==> src/design/newline_run_collapse_filter_assert.svh <==
// Assertion macros for the newline run collapse filter.
// Used by nrc_datapath; expects signals named clock and reset in the including module.
`ifndef NEWLINE_RUN_COLLAPSE_FILTER_ASSERT_SVH
`define NEWLINE_RUN_COLLAPSE_FILTER_ASSERT_SVH
`ifndef SYNTHESIS
`define NRC_ASSERT(label, pre, post) \
   label: assert property (@(posedge clock) disable iff (reset) (pre) |-> (post)) \
      else $error("nrc assertion failed");
`define NRC_ASSERT_NEXT(label, pre, post) \
   label: assert property (@(posedge clock) disable iff (reset) (pre) |=> (post)) \
      else $error("nrc assertion failed");
`else
`define NRC_ASSERT(label, pre, post)
`define NRC_ASSERT_NEXT(label, pre, post)
`endif
`endif

==> src/design/nrc_pkg.sv <==
// Shared types and byte constants for the newline run collapse filter.
// No dependencies; used by nrc_ctrl, nrc_datapath and the top level.
package nrc_pkg;

   localparam logic [7:0] BYTE_LF  = 8'h0A;
   localparam logic [7:0] BYTE_CR  = 8'h0D;
   localparam logic [7:0] BYTE_SP  = 8'h20;
   localparam logic [7:0] BYTE_TAB = 8'h09;
   localparam logic [7:0] BYTE_VT  = 8'h0B;
   localparam logic [7:0] BYTE_FF  = 8'h0C;
   localparam logic [7:0] BYTE_C2  = 8'hC2;
   localparam logic [7:0] BYTE_AD  = 8'hAD;
   localparam logic [7:0] BYTE_E2  = 8'hE2;
   localparam logic [7:0] BYTE_81  = 8'h81;
   localparam logic [7:0] BYTE_A0  = 8'hA0;
   localparam logic [7:0] BYTE_80  = 8'h80;
   localparam logic [7:0] BYTE_8B  = 8'h8B;
   localparam logic [7:0] BYTE_8C  = 8'h8C;
   localparam logic [7:0] BYTE_8D  = 8'h8D;
   localparam logic [1:0] TALLY_COMMIT = 2'd3;

   typedef enum logic [2:0] {
      ST_IDLE,
      ST_FL_READ,
      ST_FL_SEND,
      ST_LIT,
      ST_APPEND,
      ST_FL2_START,
      ST_TAIL
   } nrc_state_type;

   typedef struct packed {
      logic accept;
      logic fast_emit;
      logic fast_write;
      logic fl_read;
      logic fl_send;
      logic fl_load2;
      logic lit_send;
      logic app_write;
      logic tail_send;
   } nrc_cmd_type;

   typedef struct packed {
      logic plan_fl1;
      logic plan_lit;
      logic plan_app;
      logic plan_fl2;
      logic fast_lit;
      logic fast_app;
      logic out_free;
      logic fl_end;
      logic fl_phase2;
      logic lit_more;
      logic app_more;
      logic tail_more;
      logic has_lit;
      logic has_app;
      logic has_fl2;
      logic has_tail;
   } nrc_status_type;

endpackage

==> src/design/nrc_ctrl.sv <==
// Sequencer for the newline run collapse filter: steps flush, literal, append, tail phases.
// Depends on nrc_pkg; drives nrc_datapath through nrc_cmd_type.
module nrc_ctrl
   import nrc_pkg::*;
(
   input  logic           clock,
   input  logic           reset,
   input  logic           req_tvalid,
   output logic           req_tready,
   input  nrc_status_type st,
   output nrc_cmd_type    cmd
);

   nrc_state_type state_ff;
   nrc_state_type state_in;

   always_ff @(posedge clock) begin
      if (reset) begin
         state_ff <= ST_IDLE;
      end else begin
         state_ff <= state_in;
      end
   end

   always_comb begin
      state_in = state_ff;
      unique case (state_ff)
         ST_IDLE: begin
            if (req_tvalid) begin
               if ((st.fast_lit && st.out_free) || st.fast_app) begin
                  state_in = ST_IDLE;
               end else if (st.plan_fl1) begin
                  state_in = ST_FL_READ;
               end else if (st.plan_lit) begin
                  state_in = ST_LIT;
               end else if (st.plan_app) begin
                  state_in = ST_APPEND;
               end else if (st.plan_fl2) begin
                  state_in = ST_FL_READ;
               end
            end
         end
         ST_FL_READ: state_in = ST_FL_SEND;
         ST_FL_SEND: begin
            if (st.out_free) begin
               if (!st.fl_end) begin
                  state_in = ST_FL_READ;
               end else if (st.fl_phase2) begin
                  state_in = st.has_tail ? ST_TAIL : ST_IDLE;
               end else if (st.has_lit) begin
                  state_in = ST_LIT;
               end else if (st.has_app) begin
                  state_in = ST_APPEND;
               end else if (st.has_fl2) begin
                  state_in = ST_FL2_START;
               end else begin
                  state_in = ST_IDLE;
               end
            end
         end
         ST_LIT: begin
            if (st.out_free && !st.lit_more) begin
               if (st.has_app) begin
                  state_in = ST_APPEND;
               end else if (st.has_fl2) begin
                  state_in = ST_FL2_START;
               end else begin
                  state_in = ST_IDLE;
               end
            end
         end
         ST_APPEND: begin
            if (!st.app_more) begin
               state_in = st.has_fl2 ? ST_FL2_START : ST_IDLE;
            end
         end
         ST_FL2_START: state_in = ST_FL_READ;
         ST_TAIL: begin
            if (st.out_free && !st.tail_more) begin
               state_in = ST_IDLE;
            end
         end
         default: state_in = ST_IDLE;
      endcase
   end

   always_comb begin
      cmd        = '0;
      req_tready = 1'b0;
      unique case (state_ff)
         ST_IDLE: begin
            req_tready     = 1'b1;
            cmd.accept     = req_tvalid;
            cmd.fast_emit  = req_tvalid && st.fast_lit && st.out_free;
            cmd.fast_write = req_tvalid && st.fast_app;
         end
         ST_FL_READ:   cmd.fl_read   = 1'b1;
         ST_FL_SEND:   cmd.fl_send   = st.out_free;
         ST_LIT:       cmd.lit_send  = st.out_free;
         ST_APPEND:    cmd.app_write = 1'b1;
         ST_FL2_START: cmd.fl_load2  = 1'b1;
         ST_TAIL:      cmd.tail_send = st.out_free;
         default: begin
            cmd        = '0;
            req_tready = 1'b0;
         end
      endcase
   end

endmodule

==> src/design/nrc_datapath.sv <==
// Datapath of the newline run collapse filter: run buffer, run state, decode, output register.
// Depends on nrc_pkg and newline_run_collapse_filter_assert.svh; driven by nrc_ctrl.
`include "newline_run_collapse_filter_assert.svh"
module nrc_datapath
   import nrc_pkg::*;
#(
   parameter int RUN_DEPTH = 32
)
(
   input  logic           clock,
   input  logic           reset,
   input  logic [7:0]     req_tdata,
   input  logic           req_tlast,
   input  logic           csr_valid,
   input  logic           csr_data,
   output logic           rsp_tvalid,
   input  logic           rsp_tready,
   output logic [7:0]     rsp_tdata,
   output logic           rsp_tuser,
   output logic           rsp_tlast,
   input  nrc_cmd_type    cmd,
   output nrc_status_type st
);

   localparam int FILL_W = $clog2(RUN_DEPTH + 1);
   localparam int IDX_W  = $clog2(RUN_DEPTH);

   // run state
   logic              enable_ff;
   logic              in_run_ff, in_run_in;
   logic [1:0]        tally_ff, tally_in;
   logic [FILL_W-1:0] fill_ff, fill_in;
   logic [1:0]        held_n_ff, held_n_in;
   logic [7:0]        held1_ff, held1_in;
   logic [7:0]        held2_ff, held2_in;

   logic [7:0] run_mem [RUN_DEPTH];
   logic [7:0] rd_data_ff;

   // latched work of the current word
   logic              last_ff;
   logic [2:0][7:0]   lit_q_ff;
   logic [1:0]        lit_n_ff;
   logic [2:0][7:0]   app_q_ff;
   logic [1:0]        app_n_ff;
   logic [FILL_W-1:0] app_base_ff;
   logic              has_fl2_ff;
   logic [FILL_W-1:0] fl2_len_ff;
   logic              fl2_coll_ff;
   logic [1:0][7:0]   tail_q_ff;
   logic [1:0]        tail_n_ff;
   logic [IDX_W-1:0]  fl_idx_ff;
   logic [FILL_W-1:0] fl_len_ff;
   logic              fl_coll_ff;
   logic              fl_phase2_ff;

   logic       rsp_tvalid_ff;
   logic [7:0] rsp_tdata_ff;
   logic       rsp_tuser_ff;
   logic       rsp_tlast_ff;

   // decode
   logic              is_nl, is_sp1;
   logic              p_fl1, p_fl2;
   logic [2:0][7:0]   p_lit;
   logic [1:0]        p_lit_n;
   logic [2:0][7:0]   p_app;
   logic [1:0]        p_app_n;
   logic [FILL_W-1:0] p_base;
   logic [FILL_W-1:0] p_fl2_len;
   logic              restart, do_sep;
   logic [1:0]        pre_n, sep_n;
   logic [2:0][7:0]   sep;
   logic              sep_over;

   logic       out_free;
   logic       emit_valid, emit_final, emit_end;
   logic [7:0] emit_data;
   logic       fl_end;
   logic       mem_we;
   logic [IDX_W-1:0] mem_waddr;
   logic [7:0] mem_wdata;

   assign is_nl  = (req_tdata == BYTE_CR) || (req_tdata == BYTE_LF);
   assign is_sp1 = (req_tdata == BYTE_SP) || (req_tdata == BYTE_TAB) ||
                   (req_tdata == BYTE_VT) || (req_tdata == BYTE_FF);
   assign sep_over = ({1'b0, fill_ff} + (FILL_W+1)'(sep_n)) > (FILL_W+1)'(RUN_DEPTH);

   always_comb begin
      p_fl1     = 1'b0;
      p_lit     = '0;
      p_lit_n   = 2'd0;
      p_app     = '0;
      p_app_n   = 2'd0;
      p_base    = fill_ff;
      in_run_in = in_run_ff;
      tally_in  = tally_ff;
      held_n_in = held_n_ff;
      held1_in  = held1_ff;
      held2_in  = held2_ff;
      restart   = 1'b0;
      pre_n     = 2'd0;
      do_sep    = 1'b0;
      sep       = '0;
      sep_n     = 2'd0;
      if (!enable_ff) begin
         p_fl1     = in_run_ff;
         p_base    = '0;
         in_run_in = 1'b0;
         tally_in  = 2'd0;
         held_n_in = 2'd0;
         held1_in  = 8'h00;
         held2_in  = 8'h00;
         case (held_n_ff)
            2'd0: begin
               p_lit[0] = req_tdata;
               p_lit_n  = 2'd1;
            end
            2'd1: begin
               p_lit[0] = held1_ff;
               p_lit[1] = req_tdata;
               p_lit_n  = 2'd2;
            end
            default: begin
               p_lit   = {req_tdata, held2_ff, held1_ff};
               p_lit_n = 2'd3;
            end
         endcase
      end else if (!in_run_ff) begin
         if (is_nl) begin
            p_base    = '0;
            p_app[0]  = req_tdata;
            p_app_n   = 2'd1;
            tally_in  = 2'd1;
            in_run_in = 1'b1;
         end else begin
            p_lit[0] = req_tdata;
            p_lit_n  = 2'd1;
         end
      end else begin
         case (held_n_ff)
            2'd0: begin
               if (is_nl) begin
                  if (tally_ff >= 2'd2) begin
                     tally_in = TALLY_COMMIT;
                  end else if (fill_ff >= FILL_W'(RUN_DEPTH)) begin
                     restart = 1'b1;
                  end else begin
                     p_app[0] = req_tdata;
                     p_app_n  = 2'd1;
                     tally_in = tally_ff + 2'd1;
                  end
               end else if (is_sp1) begin
                  do_sep = 1'b1;
                  sep[0] = req_tdata;
                  sep_n  = 2'd1;
               end else if (req_tdata == BYTE_C2 || req_tdata == BYTE_E2) begin
                  held_n_in = 2'd1;
                  held1_in  = req_tdata;
                  held2_in  = 8'h00;
               end else begin
                  restart = 1'b1;
               end
            end
            2'd1: begin
               held_n_in = 2'd0;
               held1_in  = 8'h00;
               held2_in  = 8'h00;
               if (held1_ff == BYTE_C2) begin
                  if (req_tdata == BYTE_AD) begin
                     do_sep = 1'b1;
                     sep    = {8'h00, BYTE_AD, BYTE_C2};
                     sep_n  = 2'd2;
                  end else begin
                     restart = 1'b1;
                     pre_n   = 2'd1;
                  end
               end else if (req_tdata == BYTE_81 || req_tdata == BYTE_80) begin
                  held_n_in = 2'd2;
                  held1_in  = held1_ff;
                  held2_in  = req_tdata;
               end else begin
                  restart = 1'b1;
                  pre_n   = 2'd1;
               end
            end
            default: begin
               held_n_in = 2'd0;
               held1_in  = 8'h00;
               held2_in  = 8'h00;
               if ((held2_ff == BYTE_81 && req_tdata == BYTE_A0) ||
                   (held2_ff == BYTE_80 && (req_tdata == BYTE_8B ||
                    req_tdata == BYTE_8C || req_tdata == BYTE_8D))) begin
                  do_sep = 1'b1;
                  sep    = {req_tdata, held2_ff, held1_ff};
                  sep_n  = 2'd3;
               end else begin
                  restart = 1'b1;
                  pre_n   = 2'd2;
               end
            end
         endcase
      end

      if (do_sep && tally_ff != TALLY_COMMIT) begin
         if (sep_over) begin
            p_fl1     = 1'b1;
            p_base    = '0;
            p_lit     = sep;
            p_lit_n   = sep_n;
            in_run_in = 1'b0;
            tally_in  = 2'd0;
         end else begin
            p_app   = sep;
            p_app_n = sep_n;
         end
      end

      if (restart) begin
         p_fl1     = 1'b1;
         p_base    = '0;
         p_lit     = {8'h00, held2_ff, held1_ff};
         p_lit_n   = pre_n;
         held_n_in = 2'd0;
         held1_in  = 8'h00;
         held2_in  = 8'h00;
         if (is_nl) begin
            p_app[0]  = req_tdata;
            p_app_n   = 2'd1;
            tally_in  = 2'd1;
            in_run_in = 1'b1;
         end else begin
            in_run_in = 1'b0;
            tally_in  = 2'd0;
            p_lit_n   = pre_n + 2'd1;
            case (pre_n)
               2'd0:    p_lit[0] = req_tdata;
               2'd1:    p_lit[1] = req_tdata;
               default: p_lit[2] = req_tdata;
            endcase
         end
      end
   end

   assign p_fl2     = req_tlast && in_run_in;
   assign p_fl2_len = p_base + FILL_W'(p_app_n);
   assign fill_in   = p_fl2 ? '0 : p_fl2_len;

   assign out_free = !rsp_tvalid_ff || rsp_tready;
   // a collapsed run always sends exactly two LF bytes
   assign fl_end   = fl_coll_ff ? (fl_idx_ff == IDX_W'(1))
                                : ((FILL_W'(fl_idx_ff) + FILL_W'(1)) == fl_len_ff);

   always_comb begin
      st           = '0;
      st.plan_fl1  = p_fl1;
      st.plan_lit  = p_lit_n != 2'd0;
      st.plan_app  = p_app_n != 2'd0;
      st.plan_fl2  = p_fl2;
      st.fast_lit  = !p_fl1 && p_lit_n == 2'd1 && p_app_n == 2'd0 && !p_fl2;
      st.fast_app  = !p_fl1 && p_lit_n == 2'd0 && p_app_n == 2'd1 && !p_fl2;
      st.out_free  = out_free;
      st.fl_end    = fl_end;
      st.fl_phase2 = fl_phase2_ff;
      st.lit_more  = lit_n_ff > 2'd1;
      st.app_more  = app_n_ff > 2'd1;
      st.tail_more = tail_n_ff > 2'd1;
      st.has_lit   = lit_n_ff != 2'd0;
      st.has_app   = app_n_ff != 2'd0;
      st.has_fl2   = has_fl2_ff;
      st.has_tail  = tail_n_ff != 2'd0;
   end

   always_ff @(posedge clock) begin
      if (reset) begin
         enable_ff <= 1'b1;
         in_run_ff <= 1'b0;
         tally_ff  <= 2'd0;
         fill_ff   <= '0;
         held_n_ff <= 2'd0;
         held1_ff  <= 8'h00;
         held2_ff  <= 8'h00;
      end else begin
         if (csr_valid) begin
            enable_ff <= csr_data;
         end
         if (cmd.accept) begin
            fill_ff <= fill_in;
            if (p_fl2) begin
               in_run_ff <= 1'b0;
               tally_ff  <= 2'd0;
               held_n_ff <= 2'd0;
               held1_ff  <= 8'h00;
               held2_ff  <= 8'h00;
            end else begin
               in_run_ff <= in_run_in;
               tally_ff  <= tally_in;
               held_n_ff <= held_n_in;
               held1_ff  <= held1_in;
               held2_ff  <= held2_in;
            end
         end
      end
   end

   // work queues
   always_ff @(posedge clock) begin
      if (reset) begin
         lit_n_ff   <= 2'd0;
         app_n_ff   <= 2'd0;
         tail_n_ff  <= 2'd0;
         has_fl2_ff <= 1'b0;
      end else if (cmd.accept) begin
         lit_n_ff   <= cmd.fast_emit ? 2'd0 : p_lit_n;
         app_n_ff   <= cmd.fast_write ? 2'd0 : p_app_n;
         tail_n_ff  <= p_fl2 ? held_n_in : 2'd0;
         has_fl2_ff <= p_fl2;
      end else begin
         if (cmd.lit_send) begin
            lit_n_ff <= lit_n_ff - 2'd1;
         end
         if (cmd.app_write) begin
            app_n_ff <= app_n_ff - 2'd1;
         end
         if (cmd.tail_send) begin
            tail_n_ff <= tail_n_ff - 2'd1;
         end
      end
   end

   always_ff @(posedge clock) begin
      if (cmd.accept) begin
         last_ff      <= req_tlast;
         lit_q_ff     <= p_lit;
         app_q_ff     <= p_app;
         app_base_ff  <= p_base;
         fl2_len_ff   <= p_fl2_len;
         fl2_coll_ff  <= tally_in == TALLY_COMMIT;
         tail_q_ff    <= {held2_in, held1_in};
         fl_idx_ff    <= '0;
         fl_len_ff    <= p_fl1 ? fill_ff : p_fl2_len;
         fl_coll_ff   <= p_fl1 ? (tally_ff == TALLY_COMMIT) : (tally_in == TALLY_COMMIT);
         fl_phase2_ff <= !p_fl1;
      end else begin
         if (cmd.fl_load2) begin
            fl_idx_ff    <= '0;
            fl_len_ff    <= fl2_len_ff;
            fl_coll_ff   <= fl2_coll_ff;
            fl_phase2_ff <= 1'b1;
         end
         if (cmd.fl_send) begin
            fl_idx_ff <= fl_idx_ff + IDX_W'(1);
         end
         if (cmd.lit_send) begin
            lit_q_ff <= {8'h00, lit_q_ff[2], lit_q_ff[1]};
         end
         if (cmd.app_write) begin
            app_q_ff    <= {8'h00, app_q_ff[2], app_q_ff[1]};
            app_base_ff <= app_base_ff + FILL_W'(1);
         end
         if (cmd.tail_send) begin
            tail_q_ff <= {8'h00, tail_q_ff[1]};
         end
      end
   end

   // run buffer
   assign mem_we    = cmd.fast_write || cmd.app_write;
   assign mem_waddr = cmd.fast_write ? p_base[IDX_W-1:0] : app_base_ff[IDX_W-1:0];
   assign mem_wdata = cmd.fast_write ? p_app[0] : app_q_ff[0];

   always_ff @(posedge clock) begin
      if (mem_we) begin
         run_mem[mem_waddr] <= mem_wdata;
      end
      if (cmd.fl_read) begin
         rd_data_ff <= run_mem[fl_idx_ff];
      end
   end

   // output word
   always_comb begin
      emit_valid = 1'b0;
      emit_data  = 8'h00;
      emit_final = 1'b0;
      emit_end   = 1'b0;
      if (cmd.fast_emit) begin
         emit_valid = 1'b1;
         emit_data  = p_lit[0];
         emit_final = 1'b1;
         emit_end   = req_tlast;
      end else if (cmd.fl_send) begin
         emit_valid = 1'b1;
         emit_data  = fl_coll_ff ? BYTE_LF : rd_data_ff;
         emit_final = fl_end && (fl_phase2_ff ? (tail_n_ff == 2'd0)
                                              : (lit_n_ff == 2'd0 && !has_fl2_ff));
         emit_end   = emit_final && last_ff;
      end else if (cmd.lit_send) begin
         emit_valid = 1'b1;
         emit_data  = lit_q_ff[0];
         emit_final = lit_n_ff == 2'd1 && !has_fl2_ff;
         emit_end   = emit_final && last_ff;
      end else if (cmd.tail_send) begin
         emit_valid = 1'b1;
         emit_data  = tail_q_ff[0];
         emit_final = tail_n_ff == 2'd1;
         emit_end   = emit_final && last_ff;
      end
   end

   always_ff @(posedge clock) begin
      if (reset) begin
         rsp_tvalid_ff <= 1'b0;
      end else if (emit_valid) begin
         rsp_tvalid_ff <= 1'b1;
      end else if (rsp_tready) begin
         rsp_tvalid_ff <= 1'b0;
      end
   end

   always_ff @(posedge clock) begin
      if (emit_valid) begin
         rsp_tdata_ff <= emit_data;
         rsp_tuser_ff <= emit_final;
         rsp_tlast_ff <= emit_end;
      end
   end

   assign rsp_tvalid = rsp_tvalid_ff;
   assign rsp_tdata  = rsp_tdata_ff;
   assign rsp_tuser  = rsp_tuser_ff;
   assign rsp_tlast  = rsp_tlast_ff;

   `NRC_ASSERT(a_fill_bound, 1'b1, fill_ff <= FILL_W'(RUN_DEPTH))
   `NRC_ASSERT(a_idle_clear, !in_run_ff, tally_ff == 2'd0 && held_n_ff == 2'd0 && fill_ff == '0)
   `NRC_ASSERT(a_held_range, 1'b1, held_n_ff != 2'd3)
   `NRC_ASSERT(a_emit_slot, emit_valid, !rsp_tvalid_ff || rsp_tready)
   `NRC_ASSERT_NEXT(a_end_clears, emit_valid && emit_end, !in_run_ff && held_n_ff == 2'd0)

endmodule

==> src/design/newline_run_collapse_filter.sv <==
// Top level of the newline run collapse filter: UTF-8 byte stream in, sanitized stream out.
// Depends on nrc_pkg, nrc_ctrl and nrc_datapath.
//
//   channel   dir   handshake               payload
//   req_      in    req_tvalid/req_tready   req_tdata = in_byte, req_tlast = text_last
//   rsp_      out   rsp_tvalid/rsp_tready   rsp_tdata = out_byte, rsp_tuser = burst_last,
//                                           rsp_tlast = text_end
//   csr_      in    csr_valid/csr_ready     csr_data = collapse_enable
//
// A byte that passes straight through or adds one byte to a run takes the fast path from the idle state.
// Multi-byte separators are written into the run buffer one byte per cycle.
// A flush of an uncollapsed run reads each byte from the buffer, then sends it;
// a collapsed run also takes a read step and a send step for each of its two LF bytes.
// Reset is synchronous; collapse_enable resets to 1, run buffer contents are not cleared.
// A stalled rsp_ side holds the current word in the output register and pauses the sequencer.
module newline_run_collapse_filter
   import nrc_pkg::*;
#(
   parameter int RUN_DEPTH = 32
)
(
   input  logic       clock,
   input  logic       reset,
   input  logic       req_tvalid,
   output logic       req_tready,
   input  logic [7:0] req_tdata,   // [7:0] in_byte
   input  logic       req_tlast,
   output logic       rsp_tvalid,
   input  logic       rsp_tready,
   output logic [7:0] rsp_tdata,   // [7:0] out_byte
   output logic       rsp_tuser,   // [0] burst_last
   output logic       rsp_tlast,
   input  logic       csr_valid,
   output logic       csr_ready,
   input  logic       csr_data
);

   nrc_cmd_type    cmd;
   nrc_status_type st;

   assign csr_ready = 1'b1;

   nrc_ctrl u_ctrl (
      .clock      (clock),
      .reset      (reset),
      .req_tvalid (req_tvalid),
      .req_tready (req_tready),
      .st         (st),
      .cmd        (cmd)
   );

   nrc_datapath #(
      .RUN_DEPTH (RUN_DEPTH)
   ) u_datapath (
      .clock      (clock),
      .reset      (reset),
      .req_tdata  (req_tdata),
      .req_tlast  (req_tlast),
      .csr_valid  (csr_valid),
      .csr_data   (csr_data),
      .rsp_tvalid (rsp_tvalid),
      .rsp_tready (rsp_tready),
      .rsp_tdata  (rsp_tdata),
      .rsp_tuser  (rsp_tuser),
      .rsp_tlast  (rsp_tlast),
      .cmd        (cmd),
      .st         (st)
   );

endmodule

==> config.mk <==
export PLATFORM = sky130hd
export DESIGN_NAME = newline_run_collapse_filter
export DESIGN_NICKNAME = d
export VERILOG_FILES = /design/src/design/nrc_pkg.sv /design/src/design/nrc_ctrl.sv /design/src/design/nrc_datapath.sv /design/src/design/newline_run_collapse_filter.sv
export VERILOG_INCLUDE_DIRS = /design/src /design/src/design
export SDC_FILE = /design/constraint.sdc
export NUM_CORES = 1
export LEC_CHECK = 0
export ABC_AREA = 1
export BUFFER_PORTS_ARGS = -buffer_cell sky130_fd_sc_hd__buf_2
export CAP_MARGIN = 40
export CELL_PAD_IN_SITES_DETAIL_PLACEMENT = 0
export CELL_PAD_IN_SITES_GLOBAL_PLACEMENT = 2
export CORE_MARGIN = 1.5
export CORE_UTILIZATION = 42
export DETAILED_ROUTE_END_ITERATION = 10
export PLACE_DENSITY_LB_ADDON = 0.3
export SYNTH_ARGS = -nofsm -noshare
export SYNTH_HDL_FRONTEND = slang
export SYNTH_SLANG_ARGS = --single-unit
==> constraint.sdc <==
create_clock -name clock -period 7.6 [get_ports clock]
set_input_delay 1.52 -clock clock [delete_from_list [all_inputs] [get_ports clock]]
set_output_delay 1.52 -clock clock [all_outputs]
set_load 0.03 [all_outputs]
==> run summary <==
Outcome = finished clean
Crit path kind = primary input to flip-flop
Largest net degree at the start of global routing = 97
Layout fillers = 4120
Reg clk slew, reported paths = 0.06 ns
Worst setup EP type = flip-flop
Power Dens Cells = 256 mW/mm²
Hold_sp = u_datapath.lit_n_ff[1]$_SDFFE_PP0P_
Congestion Overflow GR = 0
Final instance area = 0.0213 mm²
EDFF count, synth = 359
DRT Wirelength = 58.4 mm
Post-CTS setup repair buffer count = 0
Slew Limit Fails = 0
Share of cells above drive strength 1 = 0.109
Setup TNS = 0 ns
Setup slack after layout = 1.20 ns
Vias in the first global route = 13700
DRT Pass-1 Iters = 6
Tcrit/Tclk final = 0.843
Clk_skew = 0.0151 ns
Top cells by area, synth = edfxtp_1 (57%), nand2_1 (6.2%), o21ai_0 (5.3%), nor2_1 (5.2%), dfxtp_1 (4.7%)
Final min period = 6.40 ns
Netlist cell types = 55
Dominant cell type by area after synthesis = edfxtp_1
Area grow syn2layout = 13.2%
Die area = 0.0460 mm²
Initial core utilization = 0.425
Initial antenna violation count = 0
Placed inst area = 0.0196 mm²
Hold Path Class = flip-flop to flip-flop
Fraction of registers with async set/reset = 0
DIE WIDTH = 214 µm
Synthesized area = 0.0188 mm²
Worst path arrival time = 6.62 ns
ANT cells = 0
Pleak = 7.62 nW
Crit Path Max Fanout = 17
Pre-CTS WS = 0.650 ns
Vias per inst = 5.62
Crit-path max cell delay = 0.71 ns
Clock Sinks = 403
Top_reg_cell synth = edfxtp_1
R2R Setup Slk = 1.63 ns
Required @ worst endpoint = 7.82 ns
Port Buffers = 26
Skew-Pair Late Insertion Delay = 0.60 ns
RSZ-0062 raised after global routing = no
VDD IR max = 0.000244 V
Sequential area share after synthesis = 0.621
DP HPWL = 39.7 mm
Syn Inst Count = 1850
Final hold vios = 0
Clock buffer depth = 3
Worst rel slew slack = 0.419
Gpl congestion = 0.972
Hold Path Depth = 2
H-tree Lvls = 2
Hold-fix buffers, CTS = 0
Worst path most repeated cell = nand2_1
# resized after CTS = 0
Mean Syn Cell Area = 10.2 µm²
TritonCTS Buffers = 45
Most common cell in the synthesized netlist = edfxtp_1
Synth top area share = 0.574
# IOs = 28
Path depth of the worst reg2reg path = 25
First-pass GRT wire length = 86.8 mm
Vias = 14000
CTS tree = yes
# Max-Cap Violations = 0
Crit start category = primary input
FMAX = 156 MHz
Endpoints failing setup = 0
Final nets = 1893
Ys Warns = 0
Most frequent cells after synthesis = edfxtp_1 (359), nand2_1 (311), nor2_1 (260)
FF+latch count, synth = 403
Starting DRT DRC Count = 1379
Core area = 0.0442 mm²
Wire length per cell = 23.5 µm
Die H = 214 µm
RR Startpoint = u_datapath.enable_ff$_SDFFE_PP1P_
Post-route ant nets = 0
Worst slew pin tran = 0.869 ns
Worst r2r dst = u_datapath.run_mem[6][3]$_DFFE_PP_
Clk Tree Root Cell = clkbuf_16
Cell Rows = 77
Slowest cell on crit path = nor2_1
Global Route Usage Sum = 0.252
# DRC = 0
Hold path endpoint = u_datapath.lit_n_ff[1]$_SDFFE_PP0P_
power by group:
group | internal [mW] | total (mW) | switching, mW
Combinational | 0.102 | 0.445 | 0.343
Clock | 1.48 | 2.45 | 0.968
Sequential | 2.51 | 2.55 | 0.0346
Total | 4.10 | 5.45 | 1.35
cells by family after synthesis:
family | synth area share
simple gates | 0.169
compound gates | 0.139
flops | 0.621
buf+inv | 0.0500
fa+ha+maj | 0.0135
xor+xnor | 0.00699
other cells | 0.000400
mux | 0.000599
layer usage:
metal / wire length, µm / up-vias / GRT usage
met1: 24300 / 6820 / 0.321
met2: 28900 / 465 / 0.434
met3: 2950 / 108 / 0.0357
met4: 2150 / 0 / 0.0960
li1: - / 6592 / -
met5: 0 / - / 0
through the flow:
stage	hold WS, ns	std cells	utilization	power (mW)
after floorplan	0.458	1851	-	2.85
after global placement	0.475	2399	0.441	3.04
after detailed placement	0.476	2404	0.443	3.04
after CTS	0.485	2488	0.481	5.48
after global routing	0.505	2488	0.481	5.61
final	0.483	2488	0.481	5.45
worst max path at each step:
stage,cells after the start,endpoint,from
3_5_place_dp,26,u_datapath.run_mem[6][7]$_DFFE_PP_,req_tdata[1]
4_1_cts,26,u_datapath.run_mem[6][2]$_DFFE_PP_,req_tdata[1]
6_report,26,u_datapath.run_mem[6][3]$_DFFE_PP_,req_tdata[1]
3_3_place_gp,26,u_datapath.run_mem[6][3]$_DFFE_PP_,req_tdata[1]
2_1_floorplan,27,u_datapath.run_mem[0][2]$_DFFE_PP_,req_tdata[2]
5_1_grt,27,u_datapath.run_mem[6][0]$_DFFE_PP_,req_tdata[1]
state kept, by name (all words and copies together) (netlist names), 3 cells and up:
signal,cells
u_datapath.app_base_ff,5
u_datapath.rd_data_ff,8
u_datapath.run_mem,256
u_datapath.app_q_ff,24
u_datapath.fl_len_ff,6
u_datapath.fl_idx_ff,5
u_datapath.rsp_tdata,8
u_datapath.held1_ff,8
u_datapath.fill_ff,6
u_ctrl.state_ff,3
u_datapath.lit_q_ff,24
u_datapath.held2_ff,8
u_datapath.fl2_len_ff,6
u_datapath.tail_q_ff,16
area by class of cell:
cell class / count / area [µm²] / area share
multi-input cells: 1206 / 6230 / 0.293
inverters: 145 / 548 / 0.0258
clock inverters: 34 / 531 / 0.0250
repair buffers: 58 / 405 / 0.0191
flip-flops and latches: 403 / 11700 / 0.549
well taps: 592 / 741 / 0.0348
clock buffers: 50 / 1140 / 0.0538
worst max-delay path, delay by kind of cell:
family                   cells  cell delay [ns]
XOR/XNOR                     1             0.14
buffers and inverters        7             1.02
adder cells (fa/ha/maj)      1             0.42
AND/OR/NAND/NOR             17             3.50
cell usage in the layout (no fill, tap or decap), types with 10 or more instances in the layout:
| cell | instances |
|---|---|
| edfxtp_1 | 359 |
| nand2_1 | 310 |
| nor2_1 | 257 |
| o21ai_0 | 196 |
| inv_1 | 120 |
| nand3_1 | 63 |
| a21oi_1 | 63 |
| o22ai_1 | 54 |
| clkbuf_16 | 45 |
| dfxtp_1 | 42 |
| nor3_1 | 40 |
| o221ai_1 | 29 |
| buf_4 | 28 |
| o211ai_1 | 26 |
| buf_2 | 26 |
| inv_2 | 19 |
| nand4_1 | 17 |
| ha_1 | 17 |
| nand3_2 | 16 |
| bufinv_16 | 11 |
| clkinv_1 | 10 |
Note: power is estimated with default switching activity, not from simulation.
